==> src/hw/rtl/assert_macros.svh <==
// ----------------------------------------------------------------------------
// Assertion macros
// Shared helpers for the concurrent checks in the RTL.
// ----------------------------------------------------------------------------
`ifndef ASSERT_MACROS_SVH
`define ASSERT_MACROS_SVH

// Checked at every rising edge of clk outside reset.
`define CBF_ASSERT(lbl, prop, msg) \
    lbl: assert property (@(posedge clk) disable iff (!rst_n) prop) else $error(msg);

// Checked at every rising edge of clk, during reset as well.
`define CBF_ASSERT_ALWAYS(lbl, prop, msg) \
    lbl: assert property (@(posedge clk) prop) else $error(msg);

`endif

==> src/hw/rtl/cbf_pkg.sv <==
// ----------------------------------------------------------------------------
// Clipped blit fill engine package
// Widths, codes, reset values and shared types of the blitter.
// ----------------------------------------------------------------------------
package cbf_pkg;

    localparam int ADDR_BITS_DEF    = 24;
    localparam int COARSE_SHIFT_DEF = 4;

    localparam int CNT_W      = 12;
    localparam int STRIDE_W   = 16;
    localparam int SIZE_W     = 24;
    localparam int POS_W      = 16;
    localparam int DIM_W      = 8;
    localparam int PIX_W      = 8;
    localparam int MODE_W     = 3;
    localparam int PROD_W     = STRIDE_W + POS_W;
    localparam int WR_ADDR_W  = 24;
    localparam int CFG_IDX_W  = 8;
    localparam int CFG_DATA_W = 32;

    localparam logic [CNT_W-1:0] CNT_MAX = {CNT_W{1'b1}};

    localparam logic [CFG_IDX_W-1:0] CFG_FB_STRIDE = 8'd0;
    localparam logic [CFG_IDX_W-1:0] CFG_FB_SIZE   = 8'd1;

    localparam logic [STRIDE_W-1:0] STRIDE_RST = 16'd320;
    localparam logic [SIZE_W-1:0]   SIZE_RST   = 24'd76800;

    localparam logic CMD_START = 1'b0;
    localparam logic CMD_STEP  = 1'b1;

    localparam logic [MODE_W-1:0] MODE_HLINE  = 3'd0;
    localparam logic [MODE_W-1:0] MODE_VLINE  = 3'd1;
    localparam logic [MODE_W-1:0] MODE_CRECT  = 3'd2;
    localparam logic [MODE_W-1:0] MODE_PRECT  = 3'd3;
    localparam logic [MODE_W-1:0] MODE_BKG    = 3'd4;
    localparam logic [MODE_W-1:0] MODE_SPRITE = 3'd5;

    typedef struct packed {
        logic [STRIDE_W-1:0] stride;
        logic [SIZE_W-1:0]   size;
    } cbf_cfg_t;

    typedef struct packed {
        logic              cmd;
        logic [MODE_W-1:0] mode;
        logic [POS_W-1:0]  pos_x;
        logic [DIM_W-1:0]  size_w;
        logic [DIM_W-1:0]  size_h;
        logic [PIX_W-1:0]  fill_color;
        logic [PIX_W-1:0]  src_pixel;
        logic [PROD_W-1:0] row_offset;
    } cbf_item_t;

endpackage

==> src/hw/rtl/clipped_blit_fill_engine.sv <==
// ----------------------------------------------------------------------------
// Clipped blit fill engine
// Rectangle, line, copy and sprite blitter for an 8-bit indexed framebuffer.
// ----------------------------------------------------------------------------
// A start beat (cmd 0) loads a shape and gives no result. Each step beat
// (cmd 1) while a shape is active gives one result beat: a pixel write, a
// transparent sprite pixel, or a clipped end once the address reaches
// fb_size. Steps with no active shape give no result.
// The input channel (item_valid, item_stall) feeds an input register; the
// start row offset fb_stride * pos_y is formed on the way into it. The
// drawing core then updates the shape state and loads the result register.
// A step beat passes through the input register and then the result register,
// and the block sustains one beat per cycle on both channels when not stalled.
// When the receiver stalls, the result register holds its beat and one more
// input beat is still taken; item_stall rises only while both are full and
// the waiting beat needs an output slot.
// Configuration writes (cfg_valid, cfg_ready, always ready) must be made
// while the block is idle; the block does not enforce it. Reset clears all
// shape state, leaves the block idle, loads fb_stride 320 and fb_size 76800.
// ----------------------------------------------------------------------------
`include "assert_macros.svh"

module clipped_blit_fill_engine
#(
    parameter int ADDR_BITS    = cbf_pkg::ADDR_BITS_DEF,
    parameter int COARSE_SHIFT = cbf_pkg::COARSE_SHIFT_DEF
)
(
    input  logic                           clk,
    input  logic                           rst_n,
    input  logic                           cfg_valid,
    output logic                           cfg_ready,
    input  logic [cbf_pkg::CFG_IDX_W-1:0]  cfg_index,
    input  logic [cbf_pkg::CFG_DATA_W-1:0] cfg_data,
    input  logic                           item_valid,
    output logic                           item_stall,
    input  logic                           cmd,
    input  logic [cbf_pkg::MODE_W-1:0]     mode,
    input  logic [cbf_pkg::POS_W-1:0]      pos_x,
    input  logic [cbf_pkg::POS_W-1:0]      pos_y,
    input  logic [cbf_pkg::DIM_W-1:0]      size_w,
    input  logic [cbf_pkg::DIM_W-1:0]      size_h,
    input  logic [cbf_pkg::PIX_W-1:0]      fill_color,
    input  logic [cbf_pkg::PIX_W-1:0]      src_pixel,
    output logic                           res_valid,
    input  logic                           res_stall,
    output logic                           write_en,
    output logic [cbf_pkg::WR_ADDR_W-1:0]  wr_addr,
    output logic [cbf_pkg::PIX_W-1:0]      wr_pixel,
    output logic                           done_res,
    output logic                           clipped
);

    cbf_pkg::cbf_cfg_t  cfg;
    cbf_pkg::cbf_item_t beat;
    logic               beat_valid;
    logic               beat_take;

    assign cfg_ready = 1'b1;

    cbf_cfg_regs u_cfg_regs
    (
        .clk       (clk),
        .rst_n     (rst_n),
        .cfg_valid (cfg_valid),
        .cfg_index (cfg_index),
        .cfg_data  (cfg_data),
        .cfg       (cfg)
    );

    cbf_in_stage u_in_stage
    (
        .clk        (clk),
        .rst_n      (rst_n),
        .cfg        (cfg),
        .item_valid (item_valid),
        .item_stall (item_stall),
        .cmd        (cmd),
        .mode       (mode),
        .pos_x      (pos_x),
        .pos_y      (pos_y),
        .size_w     (size_w),
        .size_h     (size_h),
        .fill_color (fill_color),
        .src_pixel  (src_pixel),
        .beat_valid (beat_valid),
        .beat       (beat),
        .beat_take  (beat_take)
    );

    cbf_core
    #(
        .ADDR_BITS    (ADDR_BITS),
        .COARSE_SHIFT (COARSE_SHIFT)
    )
    u_core
    (
        .clk        (clk),
        .rst_n      (rst_n),
        .cfg        (cfg),
        .beat_valid (beat_valid),
        .beat       (beat),
        .beat_take  (beat_take),
        .res_valid  (res_valid),
        .res_stall  (res_stall),
        .write_en   (write_en),
        .wr_addr    (wr_addr),
        .wr_pixel   (wr_pixel),
        .done_res   (done_res),
        .clipped    (clipped)
    );

    // A clipped beat always ends the shape and never writes.
    `CBF_ASSERT(a_clip_ends, res_valid && clipped |-> done_res && !write_en, "bad clipped beat")

    // A beat that writes nothing carries a zero pixel.
    `CBF_ASSERT(a_idle_pixel, res_valid && !write_en |-> wr_pixel == '0, "nonzero idle pixel")

    // The input side stalls only while the input register holds a beat.
    `CBF_ASSERT_ALWAYS(a_stall_full, item_stall |-> beat_valid, "stall while empty")

    // A held beat is blocked only by a full result register under stall.
    `CBF_ASSERT(a_hold_cause, beat_valid && !beat_take |-> res_valid && res_stall, "needless hold")

endmodule

==> src/hw/rtl/cbf_cfg_regs.sv <==
// ----------------------------------------------------------------------------
// Configuration registers
// Holds the framebuffer row pitch and the clipping bound.
// ----------------------------------------------------------------------------
module cbf_cfg_regs
(
    input  logic                           clk,
    input  logic                           rst_n,
    input  logic                           cfg_valid,
    input  logic [cbf_pkg::CFG_IDX_W-1:0]  cfg_index,
    input  logic [cbf_pkg::CFG_DATA_W-1:0] cfg_data,
    output cbf_pkg::cbf_cfg_t              cfg
);

    logic [cbf_pkg::STRIDE_W-1:0] stride_reg;
    logic [cbf_pkg::SIZE_W-1:0]   size_reg;

    always_ff @(posedge clk or negedge rst_n)
    begin
        if (!rst_n)
        begin
            stride_reg <= cbf_pkg::STRIDE_RST;
            size_reg   <= cbf_pkg::SIZE_RST;
        end
        else if (cfg_valid)
        begin
            case (cfg_index)
                cbf_pkg::CFG_FB_STRIDE: stride_reg <= cfg_data[cbf_pkg::STRIDE_W-1:0];
                cbf_pkg::CFG_FB_SIZE:   size_reg   <= cfg_data[cbf_pkg::SIZE_W-1:0];
                default:                ;
            endcase
        end
    end

    assign cfg.stride = stride_reg;
    assign cfg.size   = size_reg;

endmodule

==> src/hw/rtl/cbf_in_stage.sv <==
// ----------------------------------------------------------------------------
// Input stage
// Registers one input beat and forms the row offset of a start position.
// ----------------------------------------------------------------------------
module cbf_in_stage
(
    input  logic                         clk,
    input  logic                         rst_n,
    input  cbf_pkg::cbf_cfg_t            cfg,
    input  logic                         item_valid,
    output logic                         item_stall,
    input  logic                         cmd,
    input  logic [cbf_pkg::MODE_W-1:0]   mode,
    input  logic [cbf_pkg::POS_W-1:0]    pos_x,
    input  logic [cbf_pkg::POS_W-1:0]    pos_y,
    input  logic [cbf_pkg::DIM_W-1:0]    size_w,
    input  logic [cbf_pkg::DIM_W-1:0]    size_h,
    input  logic [cbf_pkg::PIX_W-1:0]    fill_color,
    input  logic [cbf_pkg::PIX_W-1:0]    src_pixel,
    output logic                         beat_valid,
    output cbf_pkg::cbf_item_t           beat,
    input  logic                         beat_take
);

    logic               valid_reg;
    logic               valid_next;
    cbf_pkg::cbf_item_t beat_reg;
    cbf_pkg::cbf_item_t beat_next;
    logic               accept;

    assign item_stall = valid_reg && !beat_take;
    assign accept     = item_valid && !item_stall;

    always_comb
    begin
        beat_next.cmd        = cmd;
        beat_next.mode       = mode;
        beat_next.pos_x      = pos_x;
        beat_next.size_w     = size_w;
        beat_next.size_h     = size_h;
        beat_next.fill_color = fill_color;
        beat_next.src_pixel  = src_pixel;
        beat_next.row_offset = cbf_pkg::PROD_W'(cfg.stride) * cbf_pkg::PROD_W'(pos_y);
        if (accept)
        begin
            valid_next = 1'b1;
        end
        else if (beat_take)
        begin
            valid_next = 1'b0;
        end
        else
        begin
            valid_next = valid_reg;
        end
    end

    always_ff @(posedge clk or negedge rst_n)
    begin
        if (!rst_n)
        begin
            valid_reg <= 1'b0;
        end
        else
        begin
            valid_reg <= valid_next;
        end
    end

    always_ff @(posedge clk)
    begin
        if (accept)
        begin
            beat_reg <= beat_next;
        end
    end

    assign beat_valid = valid_reg;
    assign beat       = beat_reg;

endmodule

==> src/hw/rtl/cbf_core.sv <==
// ----------------------------------------------------------------------------
// Drawing core
// Shape state, raster walk with clipping, and the result register.
// ----------------------------------------------------------------------------
module cbf_core
#(
    parameter int ADDR_BITS    = cbf_pkg::ADDR_BITS_DEF,
    parameter int COARSE_SHIFT = cbf_pkg::COARSE_SHIFT_DEF
)
(
    input  logic                            clk,
    input  logic                            rst_n,
    input  cbf_pkg::cbf_cfg_t               cfg,
    input  logic                            beat_valid,
    input  cbf_pkg::cbf_item_t              beat,
    output logic                            beat_take,
    output logic                            res_valid,
    input  logic                            res_stall,
    output logic                            write_en,
    output logic [cbf_pkg::WR_ADDR_W-1:0]   wr_addr,
    output logic [cbf_pkg::PIX_W-1:0]       wr_pixel,
    output logic                            done_res,
    output logic                            clipped
);

    localparam int WIDE_W = 34;
    localparam int EXT_W  = ADDR_BITS + cbf_pkg::WR_ADDR_W;
    localparam int SZ_W   = cbf_pkg::DIM_W + COARSE_SHIFT + cbf_pkg::CNT_W;
    localparam logic [WIDE_W-1:0] ADDR_MAX = (WIDE_W'(1) << ADDR_BITS) - WIDE_W'(1);

    logic                            active_reg,   active_next;
    logic [cbf_pkg::MODE_W-1:0]      mode_reg,     mode_next;
    logic [ADDR_BITS-1:0]            addr_reg,     addr_next;
    logic [cbf_pkg::CNT_W-1:0]       col_reg,      col_next;
    logic [cbf_pkg::CNT_W-1:0]       row_reg,      row_next;
    logic [cbf_pkg::CNT_W-1:0]       shape_w_reg,  shape_w_next;
    logic [cbf_pkg::CNT_W-1:0]       shape_h_reg,  shape_h_next;
    logic [cbf_pkg::PIX_W-1:0]       color_reg,    color_next;

    logic                            res_valid_reg, res_valid_next;
    logic                            write_en_reg,  write_en_next;
    logic [cbf_pkg::WR_ADDR_W-1:0]   wr_addr_reg,   wr_addr_next;
    logic [cbf_pkg::PIX_W-1:0]       wr_pixel_reg,  wr_pixel_next;
    logic                            done_reg,      done_next;
    logic                            clipped_reg,   clipped_next;

    logic                            has_res;
    logic                            out_free;
    logic [SZ_W-1:0]                 cw_wide;
    logic [SZ_W-1:0]                 ch_wide;
    logic [cbf_pkg::CNT_W-1:0]       cw;
    logic [cbf_pkg::CNT_W-1:0]       ch;
    logic [WIDE_W-1:0]               start_sum;
    logic [WIDE_W-1:0]               next_col_addr;
    logic [WIDE_W-1:0]               next_row_addr;
    logic [cbf_pkg::CNT_W:0]         col_inc;
    logic [cbf_pkg::CNT_W:0]         row_inc;
    logic [EXT_W-1:0]                addr_ext;
    logic [cbf_pkg::PIX_W-1:0]       pix;
    logic                            pix_wr;

    function automatic logic [ADDR_BITS-1:0] sat_addr(input logic [WIDE_W-1:0] v);
        logic [WIDE_W-1:0] s;
        s = (v > ADDR_MAX) ? ADDR_MAX : v;
        return s[ADDR_BITS-1:0];
    endfunction

    assign cw_wide = SZ_W'(beat.size_w) << COARSE_SHIFT;
    assign ch_wide = SZ_W'(beat.size_h) << COARSE_SHIFT;
    assign cw = (cw_wide > SZ_W'(cbf_pkg::CNT_MAX)) ? cbf_pkg::CNT_MAX
                                                     : cw_wide[cbf_pkg::CNT_W-1:0];
    assign ch = (ch_wide > SZ_W'(cbf_pkg::CNT_MAX)) ? cbf_pkg::CNT_MAX
                                                     : ch_wide[cbf_pkg::CNT_W-1:0];

    assign start_sum     = WIDE_W'(beat.pos_x) + WIDE_W'(beat.row_offset);
    assign next_col_addr = WIDE_W'(addr_reg) + WIDE_W'(1);
    assign next_row_addr = WIDE_W'(addr_reg) + WIDE_W'(1) + WIDE_W'(cfg.stride)
                           - WIDE_W'(shape_w_reg);
    assign col_inc  = (cbf_pkg::CNT_W+1)'(col_reg) + (cbf_pkg::CNT_W+1)'(1);
    assign row_inc  = (cbf_pkg::CNT_W+1)'(row_reg) + (cbf_pkg::CNT_W+1)'(1);
    assign addr_ext = EXT_W'(addr_reg);

    assign pix    = (mode_reg == cbf_pkg::MODE_BKG || mode_reg == cbf_pkg::MODE_SPRITE)
                    ? beat.src_pixel : color_reg;
    assign pix_wr = !(mode_reg == cbf_pkg::MODE_SPRITE && pix == '0);

    always_comb
    begin
        active_next   = active_reg;
        mode_next     = mode_reg;
        addr_next     = addr_reg;
        col_next      = col_reg;
        row_next      = row_reg;
        shape_w_next  = shape_w_reg;
        shape_h_next  = shape_h_reg;
        color_next    = color_reg;
        has_res       = 1'b0;
        write_en_next = 1'b0;
        wr_addr_next  = addr_ext[cbf_pkg::WR_ADDR_W-1:0];
        wr_pixel_next = '0;
        done_next     = 1'b0;
        clipped_next  = 1'b0;

        if (beat.cmd == cbf_pkg::CMD_START)
        begin
            case (beat.mode)
                cbf_pkg::MODE_HLINE:
                begin
                    shape_w_next = cw;
                    shape_h_next = cbf_pkg::CNT_W'(1);
                end
                cbf_pkg::MODE_VLINE:
                begin
                    shape_w_next = cbf_pkg::CNT_W'(1);
                    shape_h_next = ch;
                end
                cbf_pkg::MODE_CRECT, cbf_pkg::MODE_BKG:
                begin
                    shape_w_next = cw;
                    shape_h_next = ch;
                end
                cbf_pkg::MODE_PRECT, cbf_pkg::MODE_SPRITE:
                begin
                    shape_w_next = cbf_pkg::CNT_W'(beat.size_w);
                    shape_h_next = cbf_pkg::CNT_W'(beat.size_h);
                end
                default:
                begin
                    shape_w_next = '0;
                    shape_h_next = '0;
                end
            endcase
            mode_next   = beat.mode;
            col_next    = '0;
            row_next    = '0;
            color_next  = beat.fill_color;
            addr_next   = sat_addr(start_sum);
            active_next = (shape_w_next != '0) && (shape_h_next != '0);
        end
        else if (active_reg)
        begin
            has_res = 1'b1;
            if (WIDE_W'(addr_reg) >= WIDE_W'(cfg.size))
            begin
                done_next    = 1'b1;
                clipped_next = 1'b1;
                active_next  = 1'b0;
            end
            else
            begin
                write_en_next = pix_wr;
                wr_pixel_next = pix_wr ? pix : '0;
                if (col_inc >= (cbf_pkg::CNT_W+1)'(shape_w_reg))
                begin
                    col_next  = '0;
                    row_next  = row_inc[cbf_pkg::CNT_W-1:0];
                    addr_next = sat_addr(next_row_addr);
                    if (row_inc >= (cbf_pkg::CNT_W+1)'(shape_h_reg))
                    begin
                        done_next   = 1'b1;
                        active_next = 1'b0;
                    end
                end
                else
                begin
                    col_next  = col_inc[cbf_pkg::CNT_W-1:0];
                    addr_next = sat_addr(next_col_addr);
                end
            end
        end
    end

    assign out_free  = !res_valid_reg || !res_stall;
    assign beat_take = beat_valid && (!has_res || out_free);

    always_comb
    begin
        if (beat_take && has_res)
        begin
            res_valid_next = 1'b1;
        end
        else if (!res_stall)
        begin
            res_valid_next = 1'b0;
        end
        else
        begin
            res_valid_next = res_valid_reg;
        end
    end

    always_ff @(posedge clk or negedge rst_n)
    begin
        if (!rst_n)
        begin
            active_reg    <= 1'b0;
            mode_reg      <= '0;
            addr_reg      <= '0;
            col_reg       <= '0;
            row_reg       <= '0;
            shape_w_reg   <= '0;
            shape_h_reg   <= '0;
            color_reg     <= '0;
            res_valid_reg <= 1'b0;
        end
        else
        begin
            res_valid_reg <= res_valid_next;
            if (beat_take)
            begin
                active_reg  <= active_next;
                mode_reg    <= mode_next;
                addr_reg    <= addr_next;
                col_reg     <= col_next;
                row_reg     <= row_next;
                shape_w_reg <= shape_w_next;
                shape_h_reg <= shape_h_next;
                color_reg   <= color_next;
            end
        end
    end

    always_ff @(posedge clk)
    begin
        if (beat_take && has_res)
        begin
            write_en_reg <= write_en_next;
            wr_addr_reg  <= wr_addr_next;
            wr_pixel_reg <= wr_pixel_next;
            done_reg     <= done_next;
            clipped_reg  <= clipped_next;
        end
    end

    assign res_valid = res_valid_reg;
    assign write_en  = write_en_reg;
    assign wr_addr   = wr_addr_reg;
    assign wr_pixel  = wr_pixel_reg;
    assign done_res  = done_reg;
    assign clipped   = clipped_reg;

endmodule
==> config.mk <==
export PLATFORM = sky130hd
export DESIGN_NAME = clipped_blit_fill_engine
export DESIGN_NICKNAME = d
export VERILOG_FILES = /design/src/hw/rtl/cbf_pkg.sv /design/src/hw/rtl/clipped_blit_fill_engine.sv /design/src/hw/rtl/cbf_cfg_regs.sv /design/src/hw/rtl/cbf_in_stage.sv /design/src/hw/rtl/cbf_core.sv
export VERILOG_INCLUDE_DIRS = /design/src /design/src/hw/rtl
export SDC_FILE = /design/constraint.sdc
export NUM_CORES = 1
export LEC_CHECK = 0
export BUFFER_PORTS_ARGS = -buffer_cell sky130_fd_sc_hd__buf_2
export CELL_PAD_IN_SITES_DETAIL_PLACEMENT = 2
export CELL_PAD_IN_SITES_GLOBAL_PLACEMENT = 2
export CORE_ASPECT_RATIO = 1.1
export CORE_MARGIN = 2
export CORE_UTILIZATION = 25
export CTS_CLUSTER_DIAMETER = 40
export DETAILED_ROUTE_END_ITERATION = 6
export HOLD_SLACK_MARGIN = 0.08
export PLACE_DENSITY_LB_ADDON = 0.05
export REMOVE_ABC_BUFFERS = 1
export SLEW_MARGIN = 20
export SYNTH_ARGS = -nofsm -noshare
export SYNTH_HDL_FRONTEND = slang
export SYNTH_SLANG_ARGS = --single-unit
==> constraint.sdc <==
create_clock -name clk -period 16.17 [get_ports clk]
set_input_delay 2.4255 -clock clk [delete_from_list [all_inputs] [get_ports clk]]
set_output_delay 2.4255 -clock clk [all_outputs]
set_load 0.1 [all_outputs]
# Word-level counts from Yosys, hierarchy flattened
# Index checks and enable logic that the tools add are counted.
# totals
reg_bits,245
latch_bits,0
ramBits,0
romBits,0
inputBits,113
out_inout_bits,38
word_cells,123
memories,0
# op_classes
n_addsub,6
multipliers,1
div,0
n_lt_le_gt_ge,8
n_eq_ne,12
shift,0
n_mux,37
bitwise_logic,2
reduce_logical,32
# ops
cell,n
two-way mux 24 bit,7
two-way mux 12 bit,12
one-hot mux 12 bit (3 select lines),2
greater-than comparator 34 x 24 -> 1 bit (second input constant),1
subtractor 34 x 12 -> 34 bit,1
adder 16 x 32 -> 33 bit,1
greater-than comparator 33 x 24 -> 1 bit (second input constant),1
multiplier 16 x 16 -> 32 bit,1
adder 12 x 1 -> 13 bit (second input constant),2
adder 25 x 16 -> 26 bit,1
greater-or-equal comparator 13 x 12 -> 1 bit,2
adder 24 x 1 -> 25 bit (second input constant),1
greater-than comparator 25 x 24 -> 1 bit (second input constant),1
greater-or-equal comparator 24 bit,1
greater-than comparator 12 bit (second input constant),2
nonzero test 12 bit,2
logical NOT 8 bit,2
two-way mux 1 bit,15
equality test 3 bit (second input constant),4
OR reduction 3 bit,3
equality test 8 x 1 -> 1 bit (second input constant),1
two-way mux 8 bit,1
AND reduction 2 bit,4
equality test 3 x 2 -> 1 bit (second input constant),2
other kinds (13),28

# Depth between registers and ports, before layout
# depth
word_depth,10
depth_mapped,26
mapped_depth_nobuf,25

# Cells and area by module
# A second synthesis with hierarchy kept.
# unflattened
cells_unflattened,2425
hier_area_um2,23145.9
# modules_own_cells
module,instances,cells_per_inst,area_per_inst_um2
cbf_in_stage,1,1072,11080.6
cbf_core,1,1262,10420.0
cbf_cfg_regs,1,89,1634.1
clipped_blit_fill_engine,1,2,11.3

# Worst setup path before layout
# Ideal clock, no wire load.
# synth_timing
kind,input port to flip-flop
startpoint,input pos_y[4] (netlist bit)
endpoint,"register u_in_stage.beat_reg (netlist bit u_in_stage.beat[24]), data pin"
setup_ns,0.259
arrival_time_ns,8.171
t_required_ns,15.911
slack_ns,7.740
path_stages,23
n_path_buf,1
path_cell_list,clkbuf_1 nand2_1 fa_1 inv_1 fa_1 fa_1 fa_1 inv_1 fa_1 inv_1 fa_1 ha_1 a21o_1 a21o_1 a21o_1 a31o_2 a21oi_1 o21ai_0 o31a_1 o31a_1 o21a_1 nor2_1 xnor2_1
# synth_lines
item,line,text
from (decl),clipped_blit_fill_engine.sv:40,"input logic [cbf_pkg::POS_W-1:0] pos_y,"
to (signal assigned),cbf_in_stage.sv:74,beat_reg <= beat_next;
to (decl),cbf_in_stage.sv:27,cbf_pkg::cbf_item_t beat_reg;

==> metrics.txt <==
# TYPE chip_impl_metric gauge
chip_impl_info{name="outcome",value="complete, no violations"} 1
chip_impl_info{name="rsz0062_at_grt",value="no"} 1
chip_impl_info{name="worstSetupEndpoint",value="u_in_stage.beat[24]$_DFFE_PP_"} 1
chip_impl_info{name="endpoint_kind",value="flop"} 1
chip_impl_metric{name="nets",unit=""} 2998
chip_impl_metric{name="area_delta_synth_final",unit="%"} 16.7
chip_impl_metric{name="postRouteWirelength",unit="µm"} 79100
chip_impl_metric{name="cts_repair_resize_count",unit=""} 0
chip_impl_metric{name="synth_cell_types",unit=""} 83
chip_impl_metric{name="area_inside_the_core_boundary",unit="µm²"} 89600
chip_impl_info{name="cp_class",value="primary input to flop"} 1
chip_impl_metric{name="final-max-slew-violation-count",unit=""} 0
chip_impl_metric{name="worst-slew-pin-transition",unit="ns"} 0.995
chip_impl_metric{name="dp_hpwl",unit="µm"} 62500
chip_impl_info{name="synth_flop_cell",value="dfrtp_1"} 1
chip_impl_metric{name="chipWidth",unit="µm"} 291
chip_impl_metric{name="grt_pass1_vias",unit=""} 20365
chip_impl_metric{name="gr_usage_total",unit="%"} 17.1
chip_impl_metric{name="fmax",unit="MHz"} 116
chip_impl_info{name="ctsRootBufferMaster",value="clkbuf_16"} 1
chip_impl_metric{name="synthArstFlopShare",unit="%"} 51.4
chip_impl_metric{name="port_buffers",unit=""} 141
chip_impl_metric{name="timing.final.crit_period",unit="ns"} 8.59
chip_impl_metric{name="insertion_delay",unit="ns"} 0.59
chip_impl_metric{name="number_of_flip_flops_under_the_largest_register_name",unit=""} 84
chip_impl_info{name="hold_path.class",value="flop to flop"} 1
chip_impl_metric{name="cts_max_path_buffers",unit=""} 3
chip_impl_metric{name="ys_seq_elements",unit=""} 245
chip_impl_metric{name="viasPerCell",unit=""} 4.76
chip_impl_metric{name="postSynthCellCount",unit=""} 2350
chip_impl_metric{name="required_time_of_the_critical_path",unit="ns"} 16.50
chip_impl_metric{name="synth_area_per_cell",unit="µm²"} 9.65
chip_impl_metric{name="place_congestion",unit=""} 0.769
chip_impl_info{name="synth_area_leaders",value="fa_1 17%, edfxtp_1 16%, dfrtp_1 13%"} 1
chip_impl_metric{name="routedWlPerCell",unit="µm"} 21.4
chip_impl_metric{name="utilization",unit="%"} 29.5
chip_impl_metric{name="route.antenna.remaining_nets",unit=""} 0
chip_impl_metric{name="synth.cell_area",unit="µm²"} 22700
chip_impl_metric{name="ir_drop",unit="µV"} 58.3
chip_impl_metric{name="die-height",unit="µm"} 320
chip_impl_metric{name="synth_enable_flop_cells",unit=""} 119
chip_impl_metric{name="clock_skew",unit="ns"} 0.0268
chip_impl_metric{name="yosysTopAreaCellShare",unit="%"} 17.4
chip_impl_metric{name="design.die.area",unit="µm²"} 93200
chip_impl_metric{name="p_leak",unit="nW"} 12.2
chip_impl_metric{name="post_cts_buffers",unit=""} 0
chip_impl_info{name="critical_register_to_register_path_startpoint",value="u_cfg_regs.stride_reg[7]$_DFFE_PN0P_"} 1
chip_impl_info{name="synth_area_leader_cell",value="fa_1"} 1
chip_impl_info{name="critPathLaunchType",value="primary input"} 1
chip_impl_metric{name="final-hold-violation-count",unit=""} 0
chip_impl_metric{name="num_rows",unit=""} 115
chip_impl_metric{name="grt_antenna_before_repair",unit=""} 9
chip_impl_metric{name="grt_max_degree",unit=""} 70
chip_impl_metric{name="grt.overflow.total",unit=""} 0
chip_impl_metric{name="number_of_sinks_driven_by_the_clock_tree",unit=""} 245
chip_impl_metric{name="yosysSeqAreaShare",unit="%"} 29.7
chip_impl_info{name="setup.worst_path.start",value="pos_y[6]"} 1
chip_impl_metric{name="drv.max_cap_violation_count",unit=""} 0
chip_impl_metric{name="tritoncts_buffer_count",unit=""} 49
chip_impl_metric{name="drive_gt1_share",unit="%"} 13.7
chip_impl_metric{name="power-per-cell-area",unit="nW/µm²"} 120
chip_impl_metric{name="ys.warnings.count",unit=""} 0
chip_impl_metric{name="final.fill_count",unit=""} 9950
chip_impl_metric{name="grt_pass1_wl",unit="µm"} 122000
chip_impl_metric{name="drcViolationCount",unit=""} 0
chip_impl_metric{name="worst_reg2reg_path_depth",unit=""} 23
chip_impl_metric{name="drt_pass1_iterations",unit=""} 4
chip_impl_metric{name="timing.critical_path.arrival",unit="ns"} 8.92
chip_impl_metric{name="drt_iter0_markers",unit=""} 598
chip_impl_metric{name="slew-limit-headroom",unit="%"} 33.7
chip_impl_metric{name="clkSlewWorstSetupHoldPaths",unit="ns"} 0.06
chip_impl_metric{name="design.portCount",unit=""} 151
chip_impl_metric{name="floorplan.initialDensity",unit="%"} 25.3
chip_impl_metric{name="cts_hold_buffers",unit=""} 0
chip_impl_info{name="cts_tree",value="built"} 1
chip_impl_metric{name="setup_tns",unit="ns"} 0
chip_impl_metric{name="rrSetupSlack",unit="ns"} 8.79
chip_impl_info{name="r2r-end",value="u_in_stage.beat[24]$_DFFE_PP_"} 1
chip_impl_metric{name="cts.htree.levels",unit=""} 2
chip_impl_metric{name="period_share",unit="%"} 53.1
chip_impl_metric{name="critical_path_peak_fanout",unit=""} 16
chip_impl_metric{name="vias",unit=""} 17581
chip_impl_metric{name="finalSetupViolations",unit=""} 0
## layer usage
layer	global-route usage, %	routed length, µm	vias up
li1	-	-	8212
met5	0	40	-
met3	1.99	2020	90
met1	19.9	32800	9085
met2	32.4	42100	188
met4	5.42	2160	6
## synth_stat cells, drive strengths merged (11+ instances only)
cell    count
a211o      26
a211oi     14
a21o       41
a21oi     105
a221oi     15
and2      101
and3       17
buf        14
clkbuf     69
dfrtp     120
edfxtp    119
fa        197
ha        203
inv       302
mux2       39
nand2     319
nand2b     19
nand3      72
nand4      23
nor2       84
nor2b      22
nor3       23
nor4       15
o211ai     11
o21a       19
o21ai     102
xnor2      79
xor2       47
## report_power, final
part	switching, mW	internal (mW)	total (mW)	leakage, nW
Clock	0.386	0.690	1.08	0.841
Sequential	0.103	0.751	0.854	2.76
Combinational	0.783	0.462	1.25	8.55
Total	1.27	1.90	3.17	12.2
## logic make-up after synthesis
family	after synthesis	share of synthesized area [%]
buf+inv	385	6.54
fa+ha+maj	401	28.6
xor+xnor	126	4.98
flops	245	29.7
mux	40	1.98
other cells	1	0.0165
simple gates	735	15.7
compound gates	417	12.4
## through the flow
stage,instances,instance area (µm²),worst slack [ns],power [mW],hold slack (ns)
after floorplan,2267,22300,7.92,1.70,0.415
after global placement,3604,24700,6.98,2.11,0.422
after detailed placement,3604,24700,6.97,2.13,0.433
after CTS,3695,26500,7.60,3.24,0.450
after global routing,3695,26500,7.31,3.41,0.462
final,3697,26500,7.58,3.18,0.443
## cell usage in the layout, fill, tap and decap left out, types with 6 or more instances in the layout
master	instances
nor2_1	83
a211o_1	26
fa_1	197
o21a_1	19
ha_1	203
o21ai_0	99
or3_1	9
nand3_1	68
edfxtp_1	119
buf_4	26
nor4_1	14
inv_1	302
nand2_1	316
nand4_1	23
dfstp_2	6
a211oi_1	13
buf_2	140
and2_1	101
dfrtp_1	120
nor2b_1	20
a31oi_1	10
o21bai_1	10
a31o_2	8
inv_6	14
and3_1	17
o211ai_1	11
nand2b_1	19
a221oi_2	13
a21oi_1	103
mux2_2	39
clkbuf_16	50
a22oi_1	10
xnor2_1	78
or2_2	6
xor2_1	46
nor3_1	22
clkinv_4	8
bufinv_16	7
a21o_1	41
## layout make-up
cell class,count,area [µm²],area share [%]
Sequential cell,245,6730,25.4
Inverter,302,1130,4.28
Clock buffer,53,1260,4.77
Tap cell,1170,1460,5.53
Multi-Input combinational cell,1720,14500,54.8
Antenna cell,2,5.00,0.0189
Timing Repair Buffer,167,907,3.43
Clock inverter,38,468,1.77
## worst max-delay path: stages
cell,delay [ns]
buf_2,0.34
nand2_1,0.14
fa_1,0.56
inv_1,0.06
fa_1,0.56
fa_1,0.45
fa_1,0.49
inv_1,0.05
fa_1,0.53
inv_1,0.06
fa_1,0.48
ha_1,0.39
a21o_1,0.18
a21o_1,0.18
a21o_1,0.22
a31o_2,0.24
a21oi_1,0.33
o21ai_0,0.25
o31a_1,0.32
o31a_1,0.28
o21a_1,0.17
nor2_1,0.11
xnor2_1,0.07
## worst min path at each step
stage / to / start / slack [ns] / depth (start not counted)
3_5_place_dp: u_core.color_reg[6]$_DFFE_PN0P_ / u_in_stage.beat[46]$_DFFE_PP_ / 0.43 / 2
3_3_place_gp: u_core.color_reg[2]$_DFFE_PN0P_ / u_in_stage.beat[42]$_DFFE_PP_ / 0.42 / 2
5_1_grt: u_core.color_reg[0]$_DFFE_PN0P_ / u_in_stage.beat[40]$_DFFE_PP_ / 0.46 / 2
4_1_cts: u_core.color_reg[0]$_DFFE_PN0P_ / u_in_stage.beat[40]$_DFFE_PP_ / 0.45 / 2
6_report: u_core.color_reg[0]$_DFFE_PN0P_ / u_in_stage.beat[40]$_DFFE_PP_ / 0.44 / 2
2_1_floorplan: u_core.color_reg[0]$_DFFE_PN0P_ / u_in_stage.beat[40]$_DFFE_PP_ / 0.41 / 2
No activity file was read; power rests on OpenSTA's default activity.
